### config.mk
export PLATFORM = sky130hd
export DESIGN_NAME = tag_write_value_clamp
export DESIGN_NICKNAME = d
export VERILOG_FILES = /design/src/rtl/twvc_pkg.sv /design/src/rtl/twvc_front.sv /design/src/rtl/twvc_queue.sv /design/src/rtl/twvc_back.sv /design/src/rtl/tag_write_value_clamp.sv
export SDC_FILE = /design/constraint.sdc
export NUM_CORES = 2
export LEC_CHECK = 0
export ABC_CLOCK_PERIOD_IN_PS = 11890
export BUFFER_PORTS_ARGS = -buffer_cell sky130_fd_sc_hd__buf_2
export CAP_MARGIN = 20
export CORE_AREA = 2 2 295 297
export CTS_BUF_LIST = sky130_fd_sc_hd__clkbuf_2
export DETAILED_ROUTE_END_ITERATION = 12
export DIE_AREA = 0 0 297 299
export PLACE_DENSITY = 0.66
export SLEW_MARGIN = 5
export SYNTH_ARGS = -nofsm -noshare
export SYNTH_HDL_FRONTEND = slang
export SYNTH_HIERARCHICAL = 1
export SYNTH_SLANG_ARGS = --single-unit
### constraint.sdc
create_clock -name clk_i -period 11.89 [get_ports clk_i]
set_input_delay 1.7835 -clock clk_i [delete_from_list [all_inputs] [get_ports clk_i]]
set_output_delay 1.7835 -clock clk_i [all_outputs]
set_load 0.02 [all_outputs]
### src/rtl/twvc_pkg.sv
// Package with types, constants and helper functions for the tag write value clamp.
`timescale 1ns / 1ps
package twvc_pkg;

  localparam int unsigned NameMaxDefault = 16;
  localparam int unsigned QueueDepth     = 4;

  localparam logic [7:0] SvcTagWrite = 8'h4D;
  localparam logic [7:0] SegSymbolic = 8'h91;
  localparam logic [7:0] TypeSint    = 8'hC2;
  localparam logic [7:0] TypeInt     = 8'hC3;
  localparam logic [7:0] TypeDint    = 8'hC4;
  localparam logic [7:0] TypeLint    = 8'hC5;
  localparam logic [7:0] TypeReal    = 8'hCA;

  typedef enum logic [1:0] {
    VERDICT_NONE  = 2'd0,
    VERDICT_MATCH = 2'd1,
    VERDICT_ERROR = 2'd2
  } verdict_e;

  typedef enum logic [2:0] {
    REG_WATCHED_TYPE = 3'd0,
    REG_NAME_LENGTH  = 3'd1,
    REG_NAME_LOW     = 3'd2,
    REG_NAME_HIGH    = 3'd3,
    REG_MIN_VALUE    = 3'd4,
    REG_MAX_VALUE    = 3'd5
  } reg_index_e;

  typedef struct packed {
    logic [7:0] data_byte;
    logic       first;
    logic       last;
    logic       connected;
  } in_word_t;

  typedef struct packed {
    logic [7:0] out_byte;
    logic       end_of_packet;
    logic [1:0] verdict;
    logic       clamped;
  } out_word_t;

  // Command from the front part: either one byte to pass or a held value to emit, whole or partial.
  typedef struct packed {
    logic        is_value;
    logic [7:0]  data_byte;
    logic        last;
    logic [1:0]  verdict;
    logic        clamped;
    logic [63:0] value;
    logic [3:0]  count;
    logic        value_eop;
    logic        value_match;
  } cmd_t;

  // Byte width of a type code, zero for types that cannot be clamped.
  function automatic logic [3:0] type_width(input logic [15:0] t);
    logic [3:0] w;
    w = 4'd0;
    if (t[15:8] == 8'h00) begin
      case (t[7:0])
        TypeSint: w = 4'd1;
        TypeInt:  w = 4'd2;
        TypeDint: w = 4'd4;
        TypeReal: w = 4'd4;
        TypeLint: w = 4'd8;
        default:  w = 4'd0;
      endcase
    end
    return w;
  endfunction

  // Sign extend w bytes and flip the top bit so unsigned order equals signed order.
  function automatic logic [63:0] biased(input logic [63:0] x, input logic [3:0] w);
    logic [63:0] r;
    case (w)
      4'd1:    r = {{56{x[7]}}, x[7:0]};
      4'd2:    r = {{48{x[15]}}, x[15:0]};
      4'd4:    r = {{32{x[31]}}, x[31:0]};
      default: r = x;
    endcase
    r[63] = ~r[63];
    return r;
  endfunction

  function automatic logic is_nan32(input logic [31:0] b);
    return (b[30:23] == 8'hFF) && (b[22:0] != 23'd0);
  endfunction

  function automatic logic [31:0] fkey(input logic [31:0] b);
    return b[31] ? ~b : (b | 32'h8000_0000);
  endfunction

  function automatic logic flt_less(input logic [31:0] a, input logic [31:0] b);
    logic r;
    if (is_nan32(a) || is_nan32(b)) r = 1'b0;
    else if (((a | b) & 32'h7FFF_FFFF) == 32'd0) r = 1'b0;
    else r = fkey(a) < fkey(b);
    return r;
  endfunction

endpackage

### src/rtl/twvc_front.sv
// Front part: parses each packet byte, holds value bytes and issues commands.
`timescale 1ns / 1ps
module twvc_front #(
  parameter int unsigned NameMax = twvc_pkg::NameMaxDefault
) (
  input  logic               clk_i,
  input  logic               rst_ni,
  input  logic               in_valid_i,
  output logic               in_stall_o,
  input  twvc_pkg::in_word_t in_word_i,
  input  logic [15:0]        watched_type_i,
  input  logic [4:0]         name_length_i,
  input  logic [63:0]        name_chars_low_i,
  input  logic [63:0]        name_chars_high_i,
  input  logic [63:0]        min_value_i,
  input  logic [63:0]        max_value_i,
  output logic               cmd_valid_o,
  output twvc_pkg::cmd_t     cmd_o,
  input  logic               cmd_stall_i
);
  import twvc_pkg::*;

  logic [9:0]  pos_q, pos_d;
  logic [7:0]  path_q, path_d;
  logic        hdr_q, hdr_d, nok_q, nok_d;
  logic [15:0] type_q, type_d;
  logic [63:0] held_q, held_d;
  logic [3:0]  cnt_q, cnt_d;
  logic [1:0]  verd_q, verd_d;
  logic        clamp_q, clamp_d;

  // Working values of the current byte.
  logic        acc;
  logic [9:0]  p;
  logic [10:0] t;
  logic [3:0]  w;
  logic [7:0]  b;
  logic        lo_ok;
  logic [7:0]  nchar;
  logic [3:0]  ci;
  logic [63:0] hv;
  logic        below, above;
  logic        flush_old;
  logic [63:0] old_held;
  logic [3:0]  old_cnt;

  // The input waits while the queue stalls or while an old partial value is flushed ahead of it.
  assign in_stall_o = cmd_stall_i || flush_old;
  assign acc = in_valid_i && !cmd_stall_i;
  assign b = in_word_i.data_byte;

  // Name character lookup; names longer than sixteen never match, whatever NameMax is.
  always_comb begin
    ci = 4'(p - 10'd4);
    if (p - 10'd4 < 10'd8) nchar = name_chars_low_i[ci[2:0]*8 +: 8];
    else nchar = name_chars_high_i[ci[2:0]*8 +: 8];
  end

  always_comb begin
    pos_d = pos_q; path_d = path_q; hdr_d = hdr_q; nok_d = nok_q;
    type_d = type_q; held_d = held_q; cnt_d = cnt_q; verd_d = verd_q;
    clamp_d = clamp_q;
    flush_old = 1'b0;
    old_held = held_q;
    old_cnt = cnt_q;
    cmd_o = '0;
    cmd_valid_o = 1'b0;
    below = 1'b0;
    above = 1'b0;
    hv = held_q;
    lo_ok = 1'b0;
    w = 4'd0;
    t = '0;

    // A first byte mid-packet flushes any partial value unchanged.
    if (in_word_i.first && pos_q != 10'd0) begin
      if (verd_q == VERDICT_MATCH && cnt_q < type_width(type_q)) flush_old = 1'b1;
      pos_d = 10'd0;
    end
    p = pos_d;

    if (p == 10'd0) begin
      path_d = 8'd0; type_d = 16'd0; cnt_d = 4'd0; verd_d = VERDICT_NONE;
      held_d = 64'd0; nok_d = 1'b0; clamp_d = 1'b0;
      hdr_d = in_word_i.connected && b == SvcTagWrite;
    end else if (p == 10'd1) begin
      path_d = b;
    end
    if (p == 10'd2)
      nok_d = b == SegSymbolic && 32'(name_length_i) <= NameMax && name_length_i <= 5'd16;
    else if (p == 10'd3)
      nok_d = nok_d && b == 8'(name_length_i);
    else if (p >= 10'd4 && p < 10'd4 + 10'(name_length_i))
      nok_d = nok_d && b == nchar;

    t = 11'd2 + {2'b0, path_d, 1'b0};
    if ({1'b0, p} == t) type_d = {type_d[15:8], b};
    if ({1'b0, p} == t + 11'd1) begin
      type_d = {b, type_d[7:0]};
      if (hdr_d && nok_d && {path_d, 1'b0} >= 9'd2 + 9'(name_length_i) &&
          type_d == watched_type_i)
        verd_d = (type_width(type_d) != 4'd0) ? VERDICT_MATCH : VERDICT_ERROR;
      else
        verd_d = VERDICT_NONE;
    end
    w = type_width(type_d);

    if (verd_d == VERDICT_MATCH && {1'b0, p} >= t + 11'd4 && cnt_d < w) begin
      hv = held_d | (64'(b) << {cnt_d[2:0], 3'b000});
      cnt_d = cnt_d + 4'd1;
      held_d = hv;
      cmd_o.is_value = 1'b1;
      if (cnt_d == w) begin
        if (type_d == 16'(TypeReal)) begin
          below = flt_less(hv[31:0], min_value_i[31:0]);
          above = flt_less(max_value_i[31:0], hv[31:0]);
        end else begin
          below = biased(hv, w) < biased(min_value_i, w);
          above = biased(hv, w) > biased(max_value_i, w);
        end
        if (below) begin held_d = min_value_i; clamp_d = 1'b1; end
        else if (above) begin held_d = max_value_i; clamp_d = 1'b1; end
        cmd_o.value = held_d; cmd_o.count = w;
        cmd_o.value_eop = in_word_i.last; cmd_o.value_match = 1'b1;
        cmd_o.clamped = clamp_d;
        lo_ok = 1'b1;
      end else if (in_word_i.last) begin
        cmd_o.value = held_d; cmd_o.count = cnt_d;
        cmd_o.value_eop = 1'b1; cmd_o.value_match = 1'b0;
        lo_ok = 1'b1;
      end
    end else begin
      cmd_o.is_value = 1'b0;
      cmd_o.data_byte = b;
      cmd_o.last = in_word_i.last;
      cmd_o.verdict = (verd_d == VERDICT_MATCH && cnt_d < w) ? VERDICT_NONE : verd_d;
      cmd_o.clamped = clamp_d;
      lo_ok = 1'b1;
    end

    if (in_word_i.last) pos_d = 10'd0;
    else if (p < 10'd1023) pos_d = p + 10'd1;

    // The flush of an old partial value travels on its own in front of this byte.
    cmd_valid_o = in_valid_i && lo_ok;
    if (flush_old) begin
      cmd_o.is_value = 1'b1;
      cmd_o.value = old_held;
      cmd_o.count = old_cnt;
      cmd_o.value_eop = 1'b0;
      cmd_o.value_match = 1'b0;
    end
  end

  // The flush command takes the place of the current byte, which then re-enters.
  logic acc_eff;
  assign acc_eff = acc && !flush_old;

  always_ff @(posedge clk_i or negedge rst_ni) begin
    if (!rst_ni) begin
      pos_q <= '0; path_q <= '0; hdr_q <= 1'b0; nok_q <= 1'b0; type_q <= '0;
      held_q <= '0; cnt_q <= '0; verd_q <= '0; clamp_q <= 1'b0;
    end else if (acc && flush_old) begin
      // Drop the old packet state; the byte is taken afterwards as position zero.
      pos_q <= '0; cnt_q <= '0; verd_q <= VERDICT_NONE;
    end else if (acc_eff) begin
      pos_q <= pos_d; path_q <= path_d; hdr_q <= hdr_d; nok_q <= nok_d;
      type_q <= type_d; held_q <= held_d; cnt_q <= cnt_d; verd_q <= verd_d;
      clamp_q <= clamp_d;
    end
  end

endmodule

### src/rtl/twvc_queue.sv
// Short command queue between the front and back parts.
`timescale 1ns / 1ps
module twvc_queue #(
  parameter int unsigned Depth = twvc_pkg::QueueDepth
) (
  input  logic           clk_i,
  input  logic           rst_ni,
  input  logic           wr_valid_i,
  output logic           wr_stall_o,
  input  twvc_pkg::cmd_t wr_data_i,
  output logic           rd_valid_o,
  input  logic           rd_take_i,
  output twvc_pkg::cmd_t rd_data_o
);
  import twvc_pkg::*;

  localparam int unsigned Aw = (Depth > 1) ? $clog2(Depth) : 1;

  cmd_t            mem_q [Depth];
  logic [Aw-1:0]   wp_q, rp_q;
  logic [Aw:0]     cnt_q;
  logic            wr, rd;

  assign wr_stall_o = cnt_q == (Aw+1)'(Depth);
  assign rd_valid_o = cnt_q != '0;
  assign rd_data_o  = mem_q[rp_q];
  assign wr = wr_valid_i && !wr_stall_o;
  assign rd = rd_take_i && rd_valid_o;

  always_ff @(posedge clk_i) begin
    if (wr) mem_q[wp_q] <= wr_data_i;
  end

  // Pointers wrap at the queue depth.
  always_ff @(posedge clk_i or negedge rst_ni) begin
    if (!rst_ni) begin
      wp_q <= '0; rp_q <= '0; cnt_q <= '0;
    end else begin
      if (wr) wp_q <= (wp_q == Aw'(Depth - 1)) ? '0 : wp_q + Aw'(1);
      if (rd) rp_q <= (rp_q == Aw'(Depth - 1)) ? '0 : rp_q + Aw'(1);
      cnt_q <= cnt_q + (Aw+1)'(wr) - (Aw+1)'(rd);
    end
  end

endmodule

### src/rtl/twvc_back.sv
// Back part: plays out commands as output words, one byte per cycle while the output is not stalled.
`timescale 1ns / 1ps
module twvc_back (
  input  logic                clk_i,
  input  logic                rst_ni,
  input  logic                cmd_valid_i,
  output logic                cmd_take_o,
  input  twvc_pkg::cmd_t      cmd_i,
  output logic                out_valid_o,
  input  logic                out_stall_i,
  output twvc_pkg::out_word_t out_word_o
);
  import twvc_pkg::*;

  logic [3:0] idx_q, idx_d;
  logic       done;

  // Current byte of the command at the head.
  always_comb begin
    out_word_o = '0;
    done = 1'b1;
    if (cmd_i.is_value) begin
      out_word_o.out_byte = cmd_i.value[idx_q[2:0]*8 +: 8];
      done = idx_q + 4'd1 >= cmd_i.count;
      if (done && cmd_i.value_eop) begin
        out_word_o.end_of_packet = 1'b1;
        out_word_o.verdict = cmd_i.value_match ? VERDICT_MATCH : VERDICT_NONE;
        out_word_o.clamped = cmd_i.value_match && cmd_i.clamped;
      end
    end else begin
      out_word_o.out_byte = cmd_i.data_byte;
      out_word_o.end_of_packet = cmd_i.last;
      out_word_o.verdict = cmd_i.last ? cmd_i.verdict : VERDICT_NONE;
      out_word_o.clamped = cmd_i.last && cmd_i.clamped;
    end
  end

  // An empty value flush emits nothing.
  logic empty;
  assign empty = cmd_i.is_value && cmd_i.count == 4'd0;
  assign out_valid_o = cmd_valid_i && !empty;
  assign cmd_take_o = cmd_valid_i && (empty || (!out_stall_i && done));
  assign idx_d = cmd_take_o ? 4'd0 : ((out_valid_o && !out_stall_i) ? idx_q + 4'd1 : idx_q);

  always_ff @(posedge clk_i or negedge rst_ni) begin
    if (!rst_ni) idx_q <= '0;
    else idx_q <= idx_d;
  end

endmodule

### src/rtl/tag_write_value_clamp.sv
// Top level of the tag write value clamp.
// A passing byte is registered in the command queue before it appears at the output.
// One byte per cycle when not stalled; the back part emits a value of w bytes one byte after another.
// A first byte in mid-packet while a value is still expected stalls the input while the partial value is flushed.
// Reset clears packet state, registers and the queue; registers reset to zero.
`timescale 1ns / 1ps
module tag_write_value_clamp #(
  parameter int unsigned NameMax = twvc_pkg::NameMaxDefault
) (
  input  logic                clk_i,
  input  logic                rst_ni,
  input  logic                in_valid_i,
  output logic                in_stall_o,
  input  twvc_pkg::in_word_t  in_word_i,
  output logic                out_valid_o,
  input  logic                out_stall_i,
  output twvc_pkg::out_word_t out_word_o,
  input  logic                cfg_valid_i,
  output logic                cfg_ready_o,
  input  logic [2:0]          cfg_index_i,
  input  logic [63:0]         cfg_data_i
);
  import twvc_pkg::*;

  logic [15:0] wtype_q;
  logic [4:0]  nlen_q;
  logic [63:0] nlo_q, nhi_q, min_q, max_q;
  logic        fvalid, fstall, qvalid, qtake;
  cmd_t        fcmd, qcmd;

  assign cfg_ready_o = 1'b1;

  // Configuration registers.
  always_ff @(posedge clk_i or negedge rst_ni) begin
    if (!rst_ni) begin
      wtype_q <= '0; nlen_q <= '0; nlo_q <= '0; nhi_q <= '0; min_q <= '0; max_q <= '0;
    end else if (cfg_valid_i) begin
      case (cfg_index_i)
        REG_WATCHED_TYPE: wtype_q <= cfg_data_i[15:0];
        REG_NAME_LENGTH:  nlen_q <= cfg_data_i[4:0];
        REG_NAME_LOW:     nlo_q <= cfg_data_i;
        REG_NAME_HIGH:    nhi_q <= cfg_data_i;
        REG_MIN_VALUE:    min_q <= cfg_data_i;
        REG_MAX_VALUE:    max_q <= cfg_data_i;
        default: ;
      endcase
    end
  end

  twvc_front #(.NameMax(NameMax)) u_front (
    .clk_i, .rst_ni, .in_valid_i, .in_stall_o, .in_word_i,
    .watched_type_i(wtype_q), .name_length_i(nlen_q), .name_chars_low_i(nlo_q),
    .name_chars_high_i(nhi_q), .min_value_i(min_q), .max_value_i(max_q),
    .cmd_valid_o(fvalid), .cmd_o(fcmd), .cmd_stall_i(fstall)
  );

  twvc_queue #(.Depth(QueueDepth)) u_queue (
    .clk_i, .rst_ni, .wr_valid_i(fvalid), .wr_stall_o(fstall), .wr_data_i(fcmd),
    .rd_valid_o(qvalid), .rd_take_i(qtake), .rd_data_o(qcmd)
  );

  twvc_back u_back (
    .clk_i, .rst_ni, .cmd_valid_i(qvalid), .cmd_take_o(qtake), .cmd_i(qcmd),
    .out_valid_o, .out_stall_i, .out_word_o
  );

endmodule

======== After elaboration in Yosys (flattened, before gate mapping) ========
Memories as Yosys holds them, arrays and structs flattened.
Index checks and enable logic that the tools add are counted.
word-level totals
  register bits ........................... 395
  RAM bits ................................ 332
  bits of input ports ..................... 83
  output and inout bits ................... 15
  memories ................................ 1
memory list
  memory         depth  bits a word  rd ports  clocked after Yosys merged registers in  wr ports  RTL line          source
  u_queue.mem_q  4      83           1         0                                        1         twvc_queue.sv:19  cmd_t mem_q [Depth];
operators by class
  $add $sub $neg .......................... 13
  $lt $le $gt $ge ......................... 15
  equal/unequal tests ..................... 43
  shift operators ......................... 4
  muxes and demuxes ....................... 96
  bitwise logic cells ..................... 10
  reduce and logical (&&, ||, !) cells .... 65
operators with widths
  kind                                         number
  two-way mux 64 bit                           14
  one-hot mux 64 bit (3 select lines)          3
  two-way mux 70 bit                           4
  indexed part select 64 x 7 -> 8 bit          3
  equality test 8 bit (second input constant)  19
  two-way mux 32 bit                           3
  NOT 32 bit                                   3
  nonzero test 23 bit                          3
  > comparator 64 bit                          1
  zero test 32 bit                             2
  less-than comparator 32 bit                  2
  less-than comparator 64 bit                  1
  OR 64 bit                                    1
  << shifter 8 x 6 -> 64 bit                   1
  OR 31 bit                                    2
  two-way mux 4 bit                            13
  two-way mux 10 bit                           5
  one-hot mux 4 bit (4 select lines)           3
  two-way mux 1 bit                            33
  two-way mux 16 bit                           2
  two-way mux 8 bit                            4
  logical AND 1 bit                            31
  zero test 8 bit                              3
  equality test 10 x 11 -> 1 bit               2
  51 further kinds                             88

======== Depth between registers and ports, before layout ========
  word-level depth ........................ 34
  depth in mapped cells ................... 48

======== By module ========
Netlist, hierarchy kept.
modules (own cells, without submodules)
  module                 instances  cells an instance  area each (sq um)
  twvc_front             1          2236               17979.7
  twvc_queue             1          478                12499.5
  tag_write_value_clamp  1          591                10941.7
  twvc_back              1          96                 1008.5

======== Worst setup path before layout ========
No wires, ideal clock.
  kind .................................... input to register
  from .................................... input port in_word_i[2] in the netlist's numbering
  to ...................................... memory u_queue/mem_q[0][19] in the netlist's numbering (data pin)
  setup time .............................. 0.266 ns
  arrival ................................. 10.031 ns
  required time ........................... 11.624 ns
  setup slack ............................. 1.593 ns
  stages on the path ...................... 42
  path buffers ............................ 8
  path through ............................ clkbuf_1 > nor2b_1 > clkbuf_1 > inv_2 > clkbuf_1 > buf_1 > ha_1 > clkbuf_1 > a21oi_1 > a21oi_1 > inv_1 > ha_1 > ha_1 > nor3_1 > o2111ai_1 > nor3b_2 > mux2_2 > nor3b_2 > (+6 left out) > a21oi_1 > ha_1 > a21o_1 > a21o_1 > a21o_1 > a21oi_1 > nor2b_1 > o21ai_0 > a21oi_1 > a2111oi_0 > nand3_1 > a21oi_1 > nor2_1 > o31a_1 > nand3_1 > buf_2 > mux2_2 > a22o_1
RTL lines
  item                RTL line                     source
  start: declaration  tag_write_value_clamp.sv:14  input twvc_pkg::in_word_t in_word_i,
  end: declaration    twvc_queue.sv:19

==> out/metrics.csv <==
stage,metric,value,unit
final_layout,fraction of layout cells with a size suffix above 1,25.0,%
floorplanning,# rows,108,
timing,WHS,0.254,ns
cts,CTS tree,yes,
cts,CTS resizes,0,
synthesis,#FFs+latches synth,727,
final_layout,area of the multi-input gates,0.0209,mm²
worst_setup_path,"slowest stage delay, CP",0.76,ns
floorplanning,die width,297,µm
cts,H-tree depth,4,
synthesis,post-synthesis cell area,0.0424,mm²
timing,crit share post-route,86.2,%
worst_setup_path,crit path max fanout,33,
floorplanning,die area,0.0888,mm²
floorplanning,Initial Utilization,49.4,%
min_path,hold crit path type,primary input to async pin,
timing,Final Hold Violating Endpoints,0,
synthesis,"area leader, netlist",edfxtp_1,
synthesis,sequential-to-total area share from yosys stat,46.8,%
timing,worst-margin pin slew,0.952,ns
pwr,VDD IR max,0.121,mV
route,initial drt markers,2848,
worst_setup_path,R2R cell count,38,
cts,CTS Hold Bufs,0,
synthesis,most used flip-flop cell after synthesis,dfrtp_1,
route,routed len/inst,26.2,µm
route,total wire length,127000,µm
cts,Post-CTS Setup Repair Bufs,0,
synthesis,Avg Synthesized Cell Area,12.5,µm²
run_status,status,finished clean,
route,number of routed nets with antenna violations,0,
global_route,Tot GR Track Use,28.5,%
final_layout,Register Area,0.0199,mm²
synthesis,most common cell in the synthesized netlist,dfrtp_1,
timing,RSZ-0062 raised after global routing,no,
global_route,initial antenna violation count,8,
cts,Root Buffer,clkbuf_2,
route,DRT Pass-1 Iters,6,
place,GP Congestion,0.997,
place,post-DP HPWL,89500,µm
synthesis,YS warnings,6,
synthesis,synth top area cells,"edfxtp_1 (23%), dfrtp_1 (23%), ha_1 (7.5%)",
worst_setup_path,Slowest cell on crit path,a2111oi_0,
final_layout,Final #Nets,3896,
synthesis,"EDFF count, synth",332,
final_layout,Area Growth Syn to Fin,7.67,%
timing,setup tns final,0,ns
worst_setup_path,Most Frequent Cell on Critical Path,a21oi_1,
timing,skew final,0.152,ns
cts,CTS Sinks,727,
synthesis,Yosys top cell area share,23.5,%
worst_setup_path,Worst setup SP type,primary input,
timing,slew margin rel.,36.2,%
synthesis,commonest cells in the netlist,"dfrtp_1 (395), edfxtp_1 (332), ha_1 (256)",
worst_setup_path,Setup CP Type,primary input to flip-flop,
floorplanning,area of the core,0.0859,mm²
timing,fin crit period,10.25,ns
global_route,first-pass GRT wire length,192000,µm
global_route,vias in the first global route,29700,
worst_setup_path,CP arrival,11.45,ns
synthesis,syn nets,3741,
job,max cap viols,0,
final_layout,FILL cells,7615,
cts,clk_lat worst skew,1.50,ns
cts,clock slew at reported path FFs,0.11,ns
global_route,Overflow after GRT,0,
worst_setup_path,worst endpoint required time,13.09,ns
route,drt via density,6.19,
cts,TritonCTS Buffers,183,
place,Port-buffer cells,96,
pwr,Pwr Density,173,mW/mm²
route,post-route DRC violation count,0,
synthesis,post-synthesis instance total,3401,
floorplanning,I/O Pins,98,
route,Vias,30100,
synthesis,Unique masters post-synth,100,
worst_setup_path,crit end category,flip-flop,
floorplanning,Die Ht,299,µm
pwr,Leak,19.7,nW
timing,maximum clock rate,0.0976,GHz
cts,Clock Tree Buf Depth,3,
global_route,largest net degree at the start of global routing,82,
synthesis,ys async rst share,54.3,%
timing,Slew Limit Fails,0,
timing,final setup violation count,0,
worst max-delay path, delay by kind of cell:
kind	cells	cell delay (ns)
mux	4	1.04
compound gates	15	3.86
buf+inv	5	1.29
fa+ha+maj	3	1.02
simple gates	12	2.38
cell usage in the layout (no fill, tap or decap), types with 74 or more instances in the layout:
cell type	Yosys	layout
nand2_1	139	138
a21oi_1	181	181
mux2_4	122	122
clkbuf_2	1	254
ha_1	256	256
buf_2	32	96
buf_4	22	91
mux2_2	170	170
mux2i_1	118	118
o21ai_0	159	159
inv_1	93	93
mux4_2	90	90
nor2_1	85	85
a22o_1	152	152
dfrtp_1	395	391
edfxtp_1	332	332
xnor2_1	96	95
a21o_1	74	74
per-layer routing:
layer | routed length, µm | GRT usage (%) | vias up
li1 | - | - | 13400
met1 | 57000 | 41.3 | 15200
met2 | 56500 | 42.9 | 1264
met3 | 9240 | 4.88 | 196
met4 | 4460 | 10.9 | 2
met5 | 13 | 0 | -
worst paths after layout:
check	start	slack, ns	to
max	in_word_i[2]	1.64	u_queue/mem_q[3][57]$_DFFE_PP_
min	rst_ni	0.25	u_queue/rp_q[1]$_DFFE_PN0P_
max reg2reg	u_front/pos_q[3]$_DFFE_PN0P_	1.85	u_queue/mem_q[3][57]$_DFFE_PP_
min reg2reg	u_front/hdr_q$_DFFE_PN0P_	0.50	u_front/hdr_q$_DFFE_PN0P_
max in group asynchronous	rst_ni	9.62	max_q[58]$_DFFE_PN0P_
min in group clk_i	u_front/hdr_q$_DFFE_PN0P_	0.50	u_front/hdr_q$_DFFE_PN0P_
sequential cells by signal, summed over array words and instances (netlist names):
| register | count |
|---|---|
| u_front/pos_q | 10 |
| u_front/clamp_q | 1 |
| wtype_q | 16 |
| u_queue/wp_q | 2 |
| u_front/nok_q | 1 |
| u_front/cnt_q | 4 |
| u_front/type_q | 16 |
| max_q | 64 |
| nlen_q | 5 |
| u_front/held_q | 64 |
| u_queue/cnt_q | 3 |
| u_queue/mem_q | 332 |
| nlo_q | 64 |
| u_back/idx_q | 4 |
| u_front/path_q | 8 |
| u_front/verd_q | 2 |
| nhi_q | 64 |
| u_front/hdr_q | 1 |
| min_q | 64 |
| u_queue/rp_q | 2 |
logic make-up (layout without fill, tap and decap cells):
group	Yosys count	after routing	synth area share [%]
compound gates	819	819	13.1
fa+ha+maj	257	257	7.60
flops	727	727	46.8
xor+xnor	153	153	3.27
other cells	1	3	0.00884
mux	518	518	17.2
buf+inv	321	622	4.17
simple gates	605	605	7.87
metrics by stage:
stage	area, µm²	util, %	total power, mW	setup WS, ns	instances
2_1_floorplan	42400	-	5.32	1.59	3401
3_5_place_dp	43800	51.0	6.17	0.453	4524
5_1_grt	45700	53.2	8.34	1.13	4858
3_3_place_gp	43800	51.0	6.14	0.804	4522
6_report	45700	53.2	7.89	1.64	4859
4_1_cts	45600	53.1	7.95	1.98	4855
final cells by class:
class,instances,share of cell area (%)
inverter,97,0.797
clock inverter,77,1.13
sequential,727,43.5
clock buffer,254,2.78
tap,1155,3.16
antenna,2,0.0110
multi-input combinational,2353,45.8
timing repair buffer,194,2.86
report_power, final:
part | total [mW] | switching (mW) | internal, mW
sequential | 3.53 | 0.389 | 3.14
combinational | 2.59 | 1.43 | 1.16
clock | 1.76 | 1.08 | 0.684
Power figures use the tool's default switching activity.
